==> config.mk <==
export PLATFORM = sky130hd
export DESIGN_NAME = crlf_line_command_number_parser
export DESIGN_NICKNAME = d
export VERILOG_FILES = /design/src/rtl/crlf_pkg.sv /design/src/rtl/crlf_line_command_number_parser.sv
export SDC_FILE = /design/constraint.sdc
export NUM_CORES = 1
export LEC_CHECK = 0
export BUFFER_PORTS_ARGS = -buffer_cell sky130_fd_sc_hd__clkbuf_2
export CAP_MARGIN = 20
export CORE_MARGIN = 2
export CORE_UTILIZATION = 50
export CTS_CLUSTER_SIZE = 8
export DETAILED_ROUTE_END_ITERATION = 7
export GPL_ROUTABILITY_DRIVEN = 0
export HOLD_SLACK_MARGIN = 0.15
export PLACE_DENSITY = 0.69
export SLEW_MARGIN = 10
export SYNTH_ARGS = -nofsm -noshare
export SYNTH_HDL_FRONTEND = slang
export SYNTH_SLANG_ARGS = --single-unit
export TNS_END_PERCENT = 10
==> constraint.sdc <==
create_clock -name i_clk -period 5.1 [get_ports i_clk]
set_input_delay 0.255 -clock i_clk [delete_from_list [all_inputs] [get_ports i_clk]]
set_output_delay 0.255 -clock i_clk [all_outputs]
set_load 0.01 [all_outputs]
==> src/rtl/crlf_pkg.sv <==
// shared constants and types for the crlf line parser
package crlf_pkg;

    // default maximum line length before the count restarts
    localparam int LINE_LEN_DEF = 256;

    // width of the stored angle values
    localparam int VAL_W = 19;

    typedef logic signed [VAL_W-1:0] t_angle;

    localparam logic [7:0] CHAR_CR   = 8'h0d;
    localparam logic [7:0] CHAR_LF   = 8'h0a;
    localparam logic [7:0] CHAR_NUL  = 8'h00;
    localparam logic [7:0] CHAR_ZERO = 8'h30;

    // keyword patterns, last received byte in the low byte
    localparam logic [63:0] KEY_PITCH = 64'h7069742D3E6C6364;
    localparam logic [63:0] KEY_ROLL  = 64'h726F6C2D3E6C6364;
    localparam logic [63:0] KEY_YAW   = 64'h7961772D3E6C6364;

    // keyword hit bits
    localparam int HIT_PITCH = 0;
    localparam int HIT_ROLL  = 1;
    localparam int HIT_YAW   = 2;

endpackage

==> src/rtl/crlf_line_command_number_parser.sv <==
// crlf terminated line receiver with keyword tagged number parsing
//
// Takes one received serial byte per transfer and gathers bytes into lines
// ended by CR LF. Each line is scanned on the fly for the keywords
// "pit->lcd", "rol->lcd" and "yaw->lcd" (scanning stops at the first zero
// byte), and line bytes 8 to 11 are folded into a signed decimal value as
// value*10 + (byte - 0x30), without checking that they are digits. When LF
// follows CR, one result transfer is produced: if the line held 9 to 12
// bytes, every matched angle takes the value; the result carries all three
// stored angles, which of them changed, and the low 8 bits of the line
// length. A CR followed by any other byte discards the line and that byte.
// A line that reaches LINE_LEN bytes restarts empty. Timing: a byte is
// captured in an input register and processed once the result register
// is free or being taken; the block takes one byte per cycle while the
// result side keeps up, and the result of an LF passes through the input
// register and then the result register. While a result waits untaken,
// the byte in the input register waits with it, so the input stalls after
// one more byte until the result is taken.
module crlf_line_command_number_parser #(
    parameter int LINE_LEN = crlf_pkg::LINE_LEN_DEF
) (
    input  logic                          i_clk,
    input  logic                          i_rst_n,
    // byte input channel
    input  logic                          i_valid,
    output logic                          o_ready,
    input  logic [7:0]                    i_rx_byte,
    // result channel
    output logic                          o_valid,
    input  logic                          i_ready,
    output logic signed [crlf_pkg::VAL_W-1:0] o_pitch_value,
    output logic signed [crlf_pkg::VAL_W-1:0] o_roll_value,
    output logic signed [crlf_pkg::VAL_W-1:0] o_yaw_value,
    output logic                          o_pitch_updated,
    output logic                          o_roll_updated,
    output logic                          o_yaw_updated,
    output logic [7:0]                    o_line_length
);

    // line byte count width; the count stays below LINE_LEN
    localparam int CW = $clog2(LINE_LEN);
    localparam logic [CW:0] CNT_LIM = (CW+1)'(LINE_LEN);

    // input register
    logic       r_in_valid;
    logic [7:0] r_in_byte;

    // line state
    logic [CW-1:0]         r_count,  n_count;
    logic                  r_cr_seen, n_cr_seen;
    logic [55:0]           r_recent, n_recent;
    logic [2:0]            r_hits,   n_hits;
    logic                  r_zero,   n_zero;
    crlf_pkg::t_angle      r_acc,    n_acc;
    crlf_pkg::t_angle      r_angle [3];
    crlf_pkg::t_angle      n_angle [3];

    // result register
    logic                  r_out_valid;
    crlf_pkg::t_angle      r_out_angle [3];
    logic [2:0]            r_out_upd;
    logic [7:0]            r_out_len;

    // processing handshake and results of the combinational pass
    logic                  w_advance;
    logic                  w_load;
    logic [2:0]            w_upd;
    logic [63:0]           w_window;
    logic                  w_zero_now;
    logic [CW:0]           w_cnt_inc;
    logic [CW+7:0]         w_cnt_ext;
    logic                  w_len_ok;
    crlf_pkg::t_angle      w_digit;

    // the stage moves when the result register is empty or being drained
    assign w_advance = r_in_valid && (!r_out_valid || i_ready);
    assign o_ready   = !r_in_valid || w_advance;

    assign w_window   = {r_recent, r_in_byte};
    assign w_zero_now = r_zero || (r_in_byte == crlf_pkg::CHAR_NUL);
    assign w_cnt_inc  = {1'b0, r_count} + (CW+1)'(1);
    assign w_cnt_ext  = {8'b0, r_count};
    assign w_len_ok   = (r_count >= CW'(9)) && (r_count <= CW'(12));
    // byte minus ascii zero, sign extended
    assign w_digit    = crlf_pkg::VAL_W'($signed({1'b0, r_in_byte})
                        - $signed({1'b0, crlf_pkg::CHAR_ZERO}));

    always_comb begin
        n_count   = r_count;
        n_cr_seen = r_cr_seen;
        n_recent  = r_recent;
        n_hits    = r_hits;
        n_zero    = r_zero;
        n_acc     = r_acc;
        n_angle   = r_angle;
        w_load    = 1'b0;
        w_upd     = 3'b000;

        if (w_advance) begin
            if (r_cr_seen) begin
                if (r_in_byte == crlf_pkg::CHAR_LF) begin
                    // line complete, commit matched angles
                    w_load = 1'b1;
                    if (w_len_ok) begin
                        w_upd = r_hits;
                        for (int k = 0; k < 3; k++) begin
                            if (r_hits[k]) begin
                                n_angle[k] = r_acc;
                            end
                        end
                    end
                end
                // either way the line restarts
                n_count   = '0;
                n_cr_seen = 1'b0;
                n_recent  = '0;
                n_hits    = '0;
                n_zero    = 1'b0;
                n_acc     = '0;
            end else if (r_in_byte == crlf_pkg::CHAR_CR) begin
                n_cr_seen = 1'b1;
            end else begin
                n_zero   = w_zero_now;
                n_recent = w_window[55:0];
                if (!w_zero_now && (r_count >= CW'(7))) begin
                    if (w_window == crlf_pkg::KEY_PITCH) begin
                        n_hits[crlf_pkg::HIT_PITCH] = 1'b1;
                    end
                    if (w_window == crlf_pkg::KEY_ROLL) begin
                        n_hits[crlf_pkg::HIT_ROLL] = 1'b1;
                    end
                    if (w_window == crlf_pkg::KEY_YAW) begin
                        n_hits[crlf_pkg::HIT_YAW] = 1'b1;
                    end
                end
                // digit positions: acc*10 as acc*8 + acc*2
                if ((r_count >= CW'(8)) && (r_count <= CW'(11))) begin
                    n_acc = (r_acc <<< 3) + (r_acc <<< 1) + w_digit;
                end
                if (w_cnt_inc >= CNT_LIM) begin
                    // overflow, start over with an empty line
                    n_count  = '0;
                    n_recent = '0;
                    n_hits   = '0;
                    n_zero   = 1'b0;
                    n_acc    = '0;
                end else begin
                    n_count = w_cnt_inc[CW-1:0];
                end
            end
        end
    end

    // input register
    always_ff @(posedge i_clk) begin
        if (!i_rst_n) begin
            r_in_valid <= 1'b0;
        end else if (o_ready) begin
            r_in_valid <= i_valid;
        end
        if (o_ready && i_valid) begin
            r_in_byte <= i_rx_byte;
        end
    end

    // line state
    always_ff @(posedge i_clk) begin
        if (!i_rst_n) begin
            r_count   <= '0;
            r_cr_seen <= 1'b0;
            r_recent  <= '0;
            r_hits    <= '0;
            r_zero    <= 1'b0;
            r_acc     <= '0;
            for (int k = 0; k < 3; k++) begin
                r_angle[k] <= '0;
            end
        end else begin
            r_count   <= n_count;
            r_cr_seen <= n_cr_seen;
            r_recent  <= n_recent;
            r_hits    <= n_hits;
            r_zero    <= n_zero;
            r_acc     <= n_acc;
            r_angle   <= n_angle;
        end
    end

    // result register
    always_ff @(posedge i_clk) begin
        if (!i_rst_n) begin
            r_out_valid <= 1'b0;
        end else if (w_load) begin
            r_out_valid <= 1'b1;
        end else if (i_ready) begin
            r_out_valid <= 1'b0;
        end
        if (w_load) begin
            r_out_angle <= n_angle;
            r_out_upd   <= w_upd;
            r_out_len   <= w_cnt_ext[7:0];
        end
    end

    assign o_valid         = r_out_valid;
    assign o_pitch_value   = r_out_angle[crlf_pkg::HIT_PITCH];
    assign o_roll_value    = r_out_angle[crlf_pkg::HIT_ROLL];
    assign o_yaw_value     = r_out_angle[crlf_pkg::HIT_YAW];
    assign o_pitch_updated = r_out_upd[crlf_pkg::HIT_PITCH];
    assign o_roll_updated  = r_out_upd[crlf_pkg::HIT_ROLL];
    assign o_yaw_updated   = r_out_upd[crlf_pkg::HIT_YAW];
    assign o_line_length   = r_out_len;

    // the count restarts before it reaches the line limit
    a_count_bound: assert property (@(posedge i_clk) disable iff (!i_rst_n)
        {1'b0, r_count} < CNT_LIM)
        else $error("line count passed its limit");

    // a completed line leaves an empty line behind
    a_restart_after_load: assert property (@(posedge i_clk) disable iff (!i_rst_n)
        w_load |=> (r_count == '0) && !r_cr_seen && (r_hits == '0))
        else $error("line state not cleared after result");

    // an update only comes from a line of 9 to 12 bytes
    a_update_len: assert property (@(posedge i_clk) disable iff (!i_rst_n)
        o_valid && (o_pitch_updated || o_roll_updated || o_yaw_updated)
        |-> (o_line_length >= 8'd9) && (o_line_length <= 8'd12))
        else $error("angle update from a line of wrong length");

    // a pending result always shows the stored angles
    a_angles_match: assert property (@(posedge i_clk) disable iff (!i_rst_n)
        o_valid |-> (o_pitch_value == r_angle[crlf_pkg::HIT_PITCH])
            && (o_roll_value == r_angle[crlf_pkg::HIT_ROLL])
            && (o_yaw_value == r_angle[crlf_pkg::HIT_YAW]))
        else $error("result angles differ from stored angles");

endmodule

==> results.py, run 1 <==
metrics = {
    "worst_hold_path": {
        "hold_class": "in2reg",
    },
    "placement": {
        "port_buffers": 81,
        "dp_cells": 1001,
        "hpwl_um": 12500,
    },
    "logic_synthesis": {
        "synth.largest_area_cell": "dfxtp_1",
        "synthesis.area_um2": 9160,
        "avgSynthCellArea_um2": 12.9,
        "synth_edf_count": 76,
        "syn-instance-count": 711,
        "synthTopCellsByArea": "dfxtp_1 (32%), edfxtp_1 (25%), a22o_1 (5.4%), mux2_4 (4.9%), and2_1 (4.3%)",
        "synth.top_cell.area_share_pct": 32.1,
        "synth-seq-cells": 223,
        "synthArstFlopShare_pct": 0,
        "ys_warn_count": 0,
        "synth_flop_cell": "dfxtp_1",
        "synth_nets": 764,
        "ys_seq_area_share_pct": 57.1,
        "synth_cell_type_count": 57,
    },
    "cells_and_area": {
        "final_nets": 870,
        "area_growth_pct": 17.4,
        "diodes": 0,
        "layout-drive-gt1-share_pct": 22.9,
        "final_cells": 1066,
        "final_common_cell": "dfxtp_1",
        "n_fill_cell": 1411,
        "utilization_pct": 59.8,
        "most-common-layout-cells": "dfxtp_1 (147), clkbuf_2 (81), edfxtp_1 (76), and2_1 (63), a22o_1 (56)",
    },
    "timing": {
        "maxSlewViolCount": 0,
        "period_needed_ns": 3.41,
        "final.period_utilization_pct": 66.8,
        "max_slew_margin_pct": 35.6,
        "finalHoldViolCount": 0,
        "fin_tns_setup_ns": 0,
        "skew_ns": 0.0118,
        "finalSetupViolCount": 0,
        "tightestPinTransition_ns": 0.966,
        "rsz0062_at_grt": "false",
        "fmax_ghz": 0.293,
    },
    "global_route": {
        "grt.total_usage_pct": 19.1,
        "grt_pass1_wl_um": 30600,
        "grt_pass1_vias": 5838,
        "grt_max_degree": 63,
        "antenna_found_initial": 0,
        "gr-total-overflow": 0,
    },
    "route": {
        "drt_iter0_markers": 486,
        "postRouteAntennaNets": 0,
        "drt_wl_total_um": 18400,
        "viasPerCell": 5.52,
        "wl_per_cell_um": 17.3,
        "vias": 5884,
        "first_pass_iters": 7,
        "drc": 0,
    },
    "job": {
        "drv_cap": 0,
    },
    "clock_tree": {
        "htreeDepth": 1,
        "postCtsHoldBufs": 11,
        "clockBufferDepth": 3,
        "cts_resized": 0,
        "cts_tree": "yes",
        "cts_setup_buffers": 0,
        "clockRootBuffer": "clkbuf_16",
        "cts.reportedPaths.clkPinSlew_ns": 0.05,
        "cts_buffers": 31,
        "cts_sinks": 223,
        "clk_latency_ns": 0.53,
    },
    "die": {
        "rows": 49,
        "start_util_pct": 51.0,
        "io_pins": 82,
        "core_area_um2": 18000,
        "die_x_um": 139,
        "dieArea_um2": 19400,
        "die_y_um": 139,
    },
    "power": {
        "p_comb_share_pct": 3.3,
        "powerDensity_nw_per_um2": 353,
        "max-vdd-ir-drop_mv": 0.308,
        "clkPwrFrac_pct": 47.7,
        "p_int_w": 0.00301,
        "switching_share_pct": 20.7,
        "seqPwrFrac_pct": 49.0,
        "power_leakage_nw": 4.24,
        "p_total_w": 0.00379,
        "p_switching_w": 0.000786,
    },
    "setup_path": {
        "worst_path_max_delay_cell": "edfxtp_1",
        "path_delay_family": "compound AO/OA/AOI/OAI gates",
        "crit_chain": "ha_1, nor3_2, buf_4, fa_1, ha_1, a21o_1, a211oi_1, o221ai_1, a21oi_1, xor2_1, o21ai_0",
        "crit_required_ns": 5.48,
        "crit_arrival_ns": 3.78,
        "path_class": "reg2reg",
        "worst-path-buf-inv": 1,
        "cp-start-kind": "flop",
        "crit_top_cell": "ha_1",
        "cp_max_fo": 11,
        "max_stage_delay_ns": 0.45,
        "end_kind": "flop",
    },
    "outcome": {
        "status": "completed",
    },
}
[worst min-delay path, cell delays in order]
cell	delay, ns
clkbuf_2	0.08
buf_4	0.27
and2_1	0.21
[layout make-up]
class                           count  area [um^2]  area share, %
Clock buffer                       53          858           7.99
Inverter                           19         71.3          0.664
Multi-Input combinational cell    441         3710           34.6
Sequential cell                   223         5230           48.6
Tap cell                          229          287           2.67
Timing Repair Buffer              101          591           5.50
[synthesized netlist by cell type, types with 3 or more instances]
| master | n |
|---|---|
| a21o_1 | 9 |
| a21oi_1 | 23 |
| a22o_1 | 56 |
| a22oi_1 | 7 |
| a31oi_1 | 4 |
| and2_1 | 63 |
| buf_2 | 9 |
| buf_6 | 4 |
| clkbuf_1 | 14 |
| dfxtp_1 | 147 |
| edfxtp_1 | 76 |
| fa_1 | 16 |
| ha_1 | 25 |
| inv_1 | 19 |
| mux2_2 | 27 |
| mux2_4 | 30 |
| nand2_1 | 26 |
| nand2b_1 | 5 |
| nand3_1 | 8 |
| nand4_1 | 8 |
| nand4b_1 | 3 |
| nor2_1 | 29 |
| nor2b_1 | 4 |
| nor3_1 | 8 |
| nor4_1 | 6 |
| nor4bb_1 | 5 |
| o211ai_1 | 4 |
| o21a_1 | 5 |
| o21ai_0 | 15 |
| o31ai_1 | 3 |
| or3_1 | 3 |
| xnor2_1 | 13 |
| xor2_1 | 9 |
[cell families after synthesis]
group,share of synthesized area (%)
AOI/OAI and AO/OA,11.2
muxes,8.24
adders and majority gates,6.91
and+or+nand+nor,11.9
buffers and inverters,2.56
DFF,57.1
xor gates and xnor gates,2.10
[stage by stage]
step                      worst slack, ns  area (um^2)  hold slack [ns]
after floorplan                      1.29         9160            0.354
after global placement               1.96         9760            0.434
after detailed placement             1.78         9760            0.434
after CTS                            1.73        10700            0.341
after global routing                 1.57        10700            0.370
final                                1.69        10700            0.346
[power groups by stage]
stage,Sequential (W),Clock (W),Combinational (W)
floorplan,0.00189,0,0.0000870
global placement,0.00189,0,0.000112
detailed placement,0.00189,0,0.000116
CTS,0.00186,0.00184,0.000123
global route,0.00186,0.00192,0.000138
finish,0.00186,0.00181,0.000124
[worst paths after layout]
kind	cells past startpoint	end	slack, ns	start
max reg2reg	11	r_acc[15]$_SDFFE_PN0P_	1.69	r_in_byte[5]$_DFFE_PP_
min	3	r_angle[19]$_SDFF_PN0_	0.35	i_rst_n
max	11	r_acc[15]$_SDFFE_PN0P_	1.69	r_in_byte[5]$_DFFE_PP_
min reg2reg	1	r_recent[55]$_SDFFE_PN0P_	0.48	r_recent[55]$_SDFFE_PN0P_
[state kept, by name, summed over array words and instances (netlist names)]
| name | cells |
|---|---|
| r_angle | 57 |
| r_count | 8 |
| r_hits | 3 |
| r_in_valid | 1 |
| o_yaw_value | 19 |
| r_zero | 1 |
| o_line_length | 8 |
| o_pitch_value | 19 |
| o_roll_value | 19 |
| r_out_upd | 3 |
| r_cr_seen | 1 |
| r_in_byte | 8 |
| r_recent | 56 |
| o_valid | 1 |
| r_acc | 19 |
[metal layers]
layer | global-route usage (%) | up-vias | wire [um]
met5 | 0 | - | 0
met3 | 3.82 | 34 | 992
met2 | 29.6 | 164 | 8320
met4 | 5.37 | 0 | 348
li1 | - | 2815 | -
met1 | 27.4 | 2871 | 8780
(Power assumes the default switching activity.)
==> inputs of run 2 (changes only) <==
Settings changed: PLACE_DENSITY 0.69 to 0.72.
Clock period 5.1 ns to 2.8 ns, I/O delays scaled along.
==> results.py, run 2 (same netlist as run 1, synthesis figures left out) <==
metrics = {
    "setup_path": {
        "worst-path-buf-inv": 2,
        "worst_path_max_delay_cell": "edfxtp_1",
        "path_class": "reg2reg",
        "crit_arrival_ns": 3.26,
        "timing.reg2reg.setup_slack_ns": -0.09,
        "end_kind": "flop",
        "r2r_start": "r_in_byte[5]$_DFFE_PP_",
        "reg2reg_depth": 12,
        "max_stage_delay_ns": 0.44,
        "path_delay_family": "adder cells",
        "cp_max_fo": 5,
        "rr_endpoint": "r_acc[18]$_SDFFE_PN0P_",
        "cp-start-kind": "flop",
        "crit_chain": "ha_4, nor3_4, buf_12, buf_12, fa_1, ha_4, a21o_1, a31o_4, a221oi_2, a31oi_1, xnor2_1, o21ai_1",
        "crit_required_ns": 3.17,
        "cp_num_cells": 12,
    },
    "job": {
        "drv_cap": 0,
    },
    "route": {
        "drt_iter0_markers": 426,
        "drc": 0,
        "routedLengthMet1_um": 8960,
        "first_pass_iters": 5,
        "wl_met3_um": 1070,
        "viasPerCell": 5.58,
        "vias": 6134,
        "drt_wl_total_um": 19500,
        "wl_per_cell_um": 17.8,
        "wl_met2_um": 9150,
        "postRouteAntennaNets": 0,
        "routed.top_layer": "met4",
    },
    "die": {
        "die_y_um": 139,
        "io_pins": 82,
        "core_area_um2": 18000,
        "start_util_pct": 51.0,
        "rows": 49,
        "dieArea_um2": 19400,
        "die_x_um": 139,
    },
    "clock_tree": {
        "cts_tree": "yes",
        "cts_sinks": 223,
        "htreeDepth": 2,
        "clk_latency_ns": 0.50,
        "cts.reportedPaths.clkPinSlew_ns": 0.05,
        "clockRootBuffer": "clkbuf_16",
        "cts_buffers": 34,
        "clockBufferDepth": 3,
    },
    "cells_and_area": {
        "final_common_cell": "dfxtp_1",
        "most-common-layout-cells": "dfxtp_1 (147), clkbuf_2 (81), edfxtp_1 (76), and2_1 (63), a22o_1 (56)",
        "reg_top3": "r_angle (57), r_recent (56)",
        "regMostFlops": "r_angle",
        "area_growth_pct": 24.6,
        "final_nets": 902,
        "largest_reg_flops": 57,
        "diodes": 0,
        "layout-drive-gt1-share_pct": 29.2,
    },
    "timing": {
        "rsz0062_at_grt": "true",
        "max_slew_margin_pct": 61.9,
        "worst_slack_ns": -0.0907,
        "finalSetupViolCount": 5,
        "holdWs_ns": 0.188,
        "skew_ns": 0.0177,
        "final.period_utilization_pct": 103,
        "finalHoldViolCount": 0,
        "maxSlewViolCount": 0,
        "fmax_ghz": 0.346,
        "period_needed_ns": 2.89,
        "tightestPinTransition_ns": 0.572,
    },
    "outcome": {
        "violations": "setup timing",
        "status": "finished, violations left",
    },
    "placement": {
        "port_buffers": 81,
        "pre_cts_ws_ns": -0.0830,
        "hpwl_um": 12900,
    },
    "global_route": {
        "grt_pass1_wl_um": 32100,
        "grt.total_usage_pct": 20.2,
        "gr-total-overflow": 0,
        "antenna_found_initial": 0,
        "grt_pass1_vias": 6198,
        "grt_max_degree": 62,
    },
    "power": {
        "max-vdd-ir-drop_mv": 0.506,
        "power_leakage_nw": 4.45,
        "powerDensity_nw_per_um2": 652,
    },
    "worst_hold_path": {
        "min_from": "i_rst_n",
        "hold_class": "in2reg",
        "hold-path-endpoint": "r_acc[0]$_SDFFE_PN0P_",
        "holdPathStages": 3,
    },
}
-- run 2: cell types whose count changed in the layout (fill, tap and decap cells not counted), moves of 2 or more --
cell / change
ha_1: -11
a21oi_1: -8
clkinv_8: +2
a21oi_2: +7
o21ai_0: -7
ha_4: +10
clkbuf_8: +2
o21ai_1: +6
buf_4: +23
clkbuf_1: -5
buf_12: +7
clkbuf_16: +4
-- run 2: timing repair --
action / CTS / global route
hold buffers: 11 / 0
hold endpoints to repair: 10 / 0
pin swaps: 10 / 12
cloned: 0 / 0
buffers inserted: 6 / 1
setup endpoints to repair: 8 / 10
gates resized for setup: 4 / 13
-- run 2: worst min-delay path, stage by stage --
cell and delay, ns:
clkbuf_2 0.12, inv_1 0.24, nor2_1 0.16
-- run 2: through the flow --
stage / setup TNS, ns / cell area (um^2) / utilization (%) / total power (W) / std cells
after floorplan: -5.16 / 9300 / - / 0.00362 / 711
after global placement: -0.0773 / 10100 / 56.4 / 0.00370 / 1024
after detailed placement: -0.265 / 10100 / 56.4 / 0.00371 / 1024
after CTS: -0.342 / 11300 / 63.1 / 0.00750 / 1098
after global routing: -1.54 / 11400 / 63.5 / 0.00769 / 1099
final: -0.340 / 11400 / 63.5 / 0.00744 / 1099
-- run 2: cell type report --
type | count | area (um^2)
Timing Repair Buffer | 130 | 888
Tap cell | 229 | 287
Clock inverter | 3 | 40.0
Clock buffer | 54 | 967
Fill cell | 1316 | 6560
Inverter | 19 | 71.3
Sequential cell | 223 | 5230
Multi-Input combinational cell | 441 | 3930
-- run 2: how the worst max path moves through the flow --
stage	start	to	slack, ns
after floorplan	r_in_byte[5]$_DFFE_PP_	r_acc[15]$_SDFFE_PN0P_	-0.19
after global placement	r_in_byte[4]$_DFFE_PP_	r_acc[15]$_SDFFE_PN0P_	-0.05
after detailed placement	r_in_byte[4]$_DFFE_PP_	r_acc[15]$_SDFFE_PN0P_	-0.08
after CTS	r_in_byte[4]$_DFFE_PP_	r_acc[15]$_SDFFE_PN0P_	-0.11
after global routing	r_in_byte[5]$_DFFE_PP_	r_acc[18]$_SDFFE_PN0P_	-0.29
final	r_in_byte[5]$_DFFE_PP_	r_acc[18]$_SDFFE_PN0P_	-0.09
-- run 2: per-layer routing --
metal  up-vias  global-route usage [%]
met5         -                       0
met4         0                    6.33
met3        34                    4.09
met2       180                    31.4
met1      3035                    28.7
li1       2885                       -
-- run 2: power by group --
| part | internal, W | switching (W) |
|---|---|---|
| combinational | 0.000148 | 0.000165 |
| clock | 0.00236 | 0.00138 |
| sequential | 0.00336 | 0.0000284 |
==> inputs of run 3 (changes only) <==
Settings changed: PLACE_DENSITY 0.72 to 0.83.
==> results.py, run 3 (same netlist as run 1, synthesis figures left out) <==
metrics = {
    "timing": {
        "rsz0062_at_grt": "true",
        "worst_slack_ns": -0.154,
        "fmax_ghz": 0.339,
        "max_slew_margin_pct": 61.9,
        "skew_ns": 0.0145,
        "maxSlewViolCount": 0,
        "finalHoldViolCount": 0,
        "fin_tns_setup_ns": -0.515,
        "tightestPinTransition_ns": 0.571,
        "period_needed_ns": 2.95,
        "finalSetupViolCount": 6,
        "final.period_utilization_pct": 105,
        "holdWs_ns": 0.175,
    },
    "route": {
        "wl_per_cell_um": 18.0,
        "first_pass_iters": 4,
        "drc": 0,
        "drt_iter0_markers": 474,
        "drt_wl_total_um": 19800,
        "postRouteAntennaNets": 0,
        "viasPerCell": 5.55,
        "vias": 6106,
    },
    "placement": {
        "hpwl_um": 12500,
        "port_buffers": 81,
        "dp_cells": 1026,
    },
    "setup_path": {
        "cp-start-kind": "flop",
        "cp_max_fo": 5,
        "path_class": "reg2reg",
        "worst_path_max_delay_cell": "edfxtp_1",
        "timing.reg2reg.setup_slack_ns": -0.15,
        "worst-path-buf-inv": 2,
        "rr_endpoint": "r_acc[18]$_SDFFE_PN0P_",
        "max_stage_delay_ns": 0.43,
        "crit_chain": "ha_4, nor3_4, buf_12, buf_4, fa_1, ha_4, a21o_1, a31o_2, a221oi_2, a31oi_2, xnor2_1, o21ai_0",
        "reg2reg_depth": 12,
        "cp-endpoint": "r_acc[18]$_SDFFE_PN0P_",
        "r2r_start": "r_in_byte[5]$_DFFE_PP_",
        "crit_arrival_ns": 3.32,
        "crit_start": "r_in_byte[5]$_DFFE_PP_",
        "crit_top_cell": "ha_4",
        "cp_num_cells": 12,
        "end_kind": "flop",
        "crit_required_ns": 3.16,
        "path_delay_family": "compound AO/OA/AOI/OAI gates",
    },
    "cells_and_area": {
        "regMostFlops": "r_angle",
        "most-common-layout-cells": "dfxtp_1 (147), clkbuf_2 (81), edfxtp_1 (76), and2_1 (63), a22o_1 (56)",
        "largest_reg_flops": 57,
        "area_growth_pct": 25.1,
        "final_nets": 905,
        "n_fill_cell": 1231,
        "final_cells": 1101,
        "layout-drive-gt1-share_pct": 29.9,
        "final_common_cell": "dfxtp_1",
        "reg_top3": "r_angle (57), r_recent (56)",
        "utilization_pct": 63.8,
        "diodes": 0,
    },
    "die": {
        "io_pins": 82,
        "die_y_um": 139,
        "rows": 49,
        "start_util_pct": 51.0,
        "core_area_um2": 18000,
        "dieArea_um2": 19400,
        "die_x_um": 139,
    },
    "global_route": {
        "grt_max_degree": 62,
        "antenna_found_initial": 0,
        "grt.total_usage_pct": 20.7,
        "grt_pass1_wl_um": 32500,
        "gr-total-overflow": 0,
        "grt_pass1_vias": 6254,
    },
    "outcome": {
        "violations": "setup timing",
        "status": "finished, violations left",
    },
    "clock_tree": {
        "cts_sinks": 223,
        "clk_latency_ns": 0.50,
        "clockRootBuffer": "clkbuf_16",
        "htreeDepth": 2,
        "cts_tree": "yes",
        "cts.reportedPaths.clkPinSlew_ns": 0.05,
        "cts_buffers": 34,
        "clockBufferDepth": 3,
    },
    "power": {
        "power_leakage_nw": 4.45,
        "powerDensity_nw_per_um2": 647,
        "max-vdd-ir-drop_mv": 0.696,
    },
    "job": {
        "drv_cap": 0,
    },
    "worst_hold_path": {
        "hold_class": "in2reg",
    },
}
## run 3: worst min path at each step
| stage | start | end | depth (start not counted) |
|---|---|---|---|
| 6_report | i_rst_n | r_acc[6]$_SDFFE_PN0P_ | 3 |
| 5_1_grt | i_rst_n | r_in_valid$_SDFFE_PN0N_ | 3 |
| 4_1_cts | i_rst_n | r_acc[6]$_SDFFE_PN0P_ | 3 |
| 3_5_place_dp | i_rx_byte[6] | r_in_byte[6]$_DFFE_PP_ | 1 |
| 3_3_place_gp | i_rx_byte[7] | r_in_byte[7]$_DFFE_PP_ | 1 |
| 2_1_floorplan | i_rx_byte[0] | r_in_byte[0]$_DFFE_PP_ | 0 |
## run 3: worst register-to-register path, delay by kind of cell (launching register included)
family | cells | cell delay (ns)
AOI/OAI and AO/OA | 5 | 0.88
buffers and inverters | 2 | 0.26
DFF | 1 | 0.43
adders and majority gates | 3 | 0.85
and+or+nand+nor | 1 | 0.23
xor gates and xnor gates | 1 | 0.15
## run 3: layer usage
metal  track usage (%)  vias to the layer above  share of wire (%)
li1                  -                     2882                  -
met1              28.3                     3021                 45
met5                 0                        -                  0
met3              4.65                       33                6.0
met2              33.5                      170                 47
met4              6.06                        0                1.8
## run 3: layout make-up
class	instances	area, um^2	area share [%]
multi-input cells	441	3960	34.6
well taps	229	287	2.50
repair buffers	133	922	8.05
inverters	19	71.3	0.623
clock buffers	52	940	8.20
flip-flops and latches	223	5230	45.6
clock inverters	4	46.3	0.404
## run 3: timing repair
action / in CTS / in global routing
gates resized for setup: 10 / 13
gates cloned: 1 / 0
setup buffers: 7 / 0
endpoints found under the setup margin: 7 / 11
pin swaps: 13 / 6
endpoints found under the hold margin: 10 / 0
hold buffers: 11 / 0
## run 3: where the power goes
group	total [W]	switching, W	internal, W
clock network	0.00370	0.00140	0.00230
logic	0.000324	0.000170	0.000154
registers	0.00339	0.0000288	0.00336
total	0.00741	0.00160	0.00581
## run 3: metrics by stage
step | instance area (um^2) | setup slack [ns] | power, W
2_1_floorplan | 9300 | -0.190 | 0.00362
3_3_place_gp | 10200 | -0.00208 | 0.00371
3_5_place_dp | 10200 | -0.103 | 0.00372
4_1_cts | 11400 | -0.111 | 0.00745
5_1_grt | 11500 | -0.273 | 0.00762
6_report | 11500 | -0.154 | 0.00741
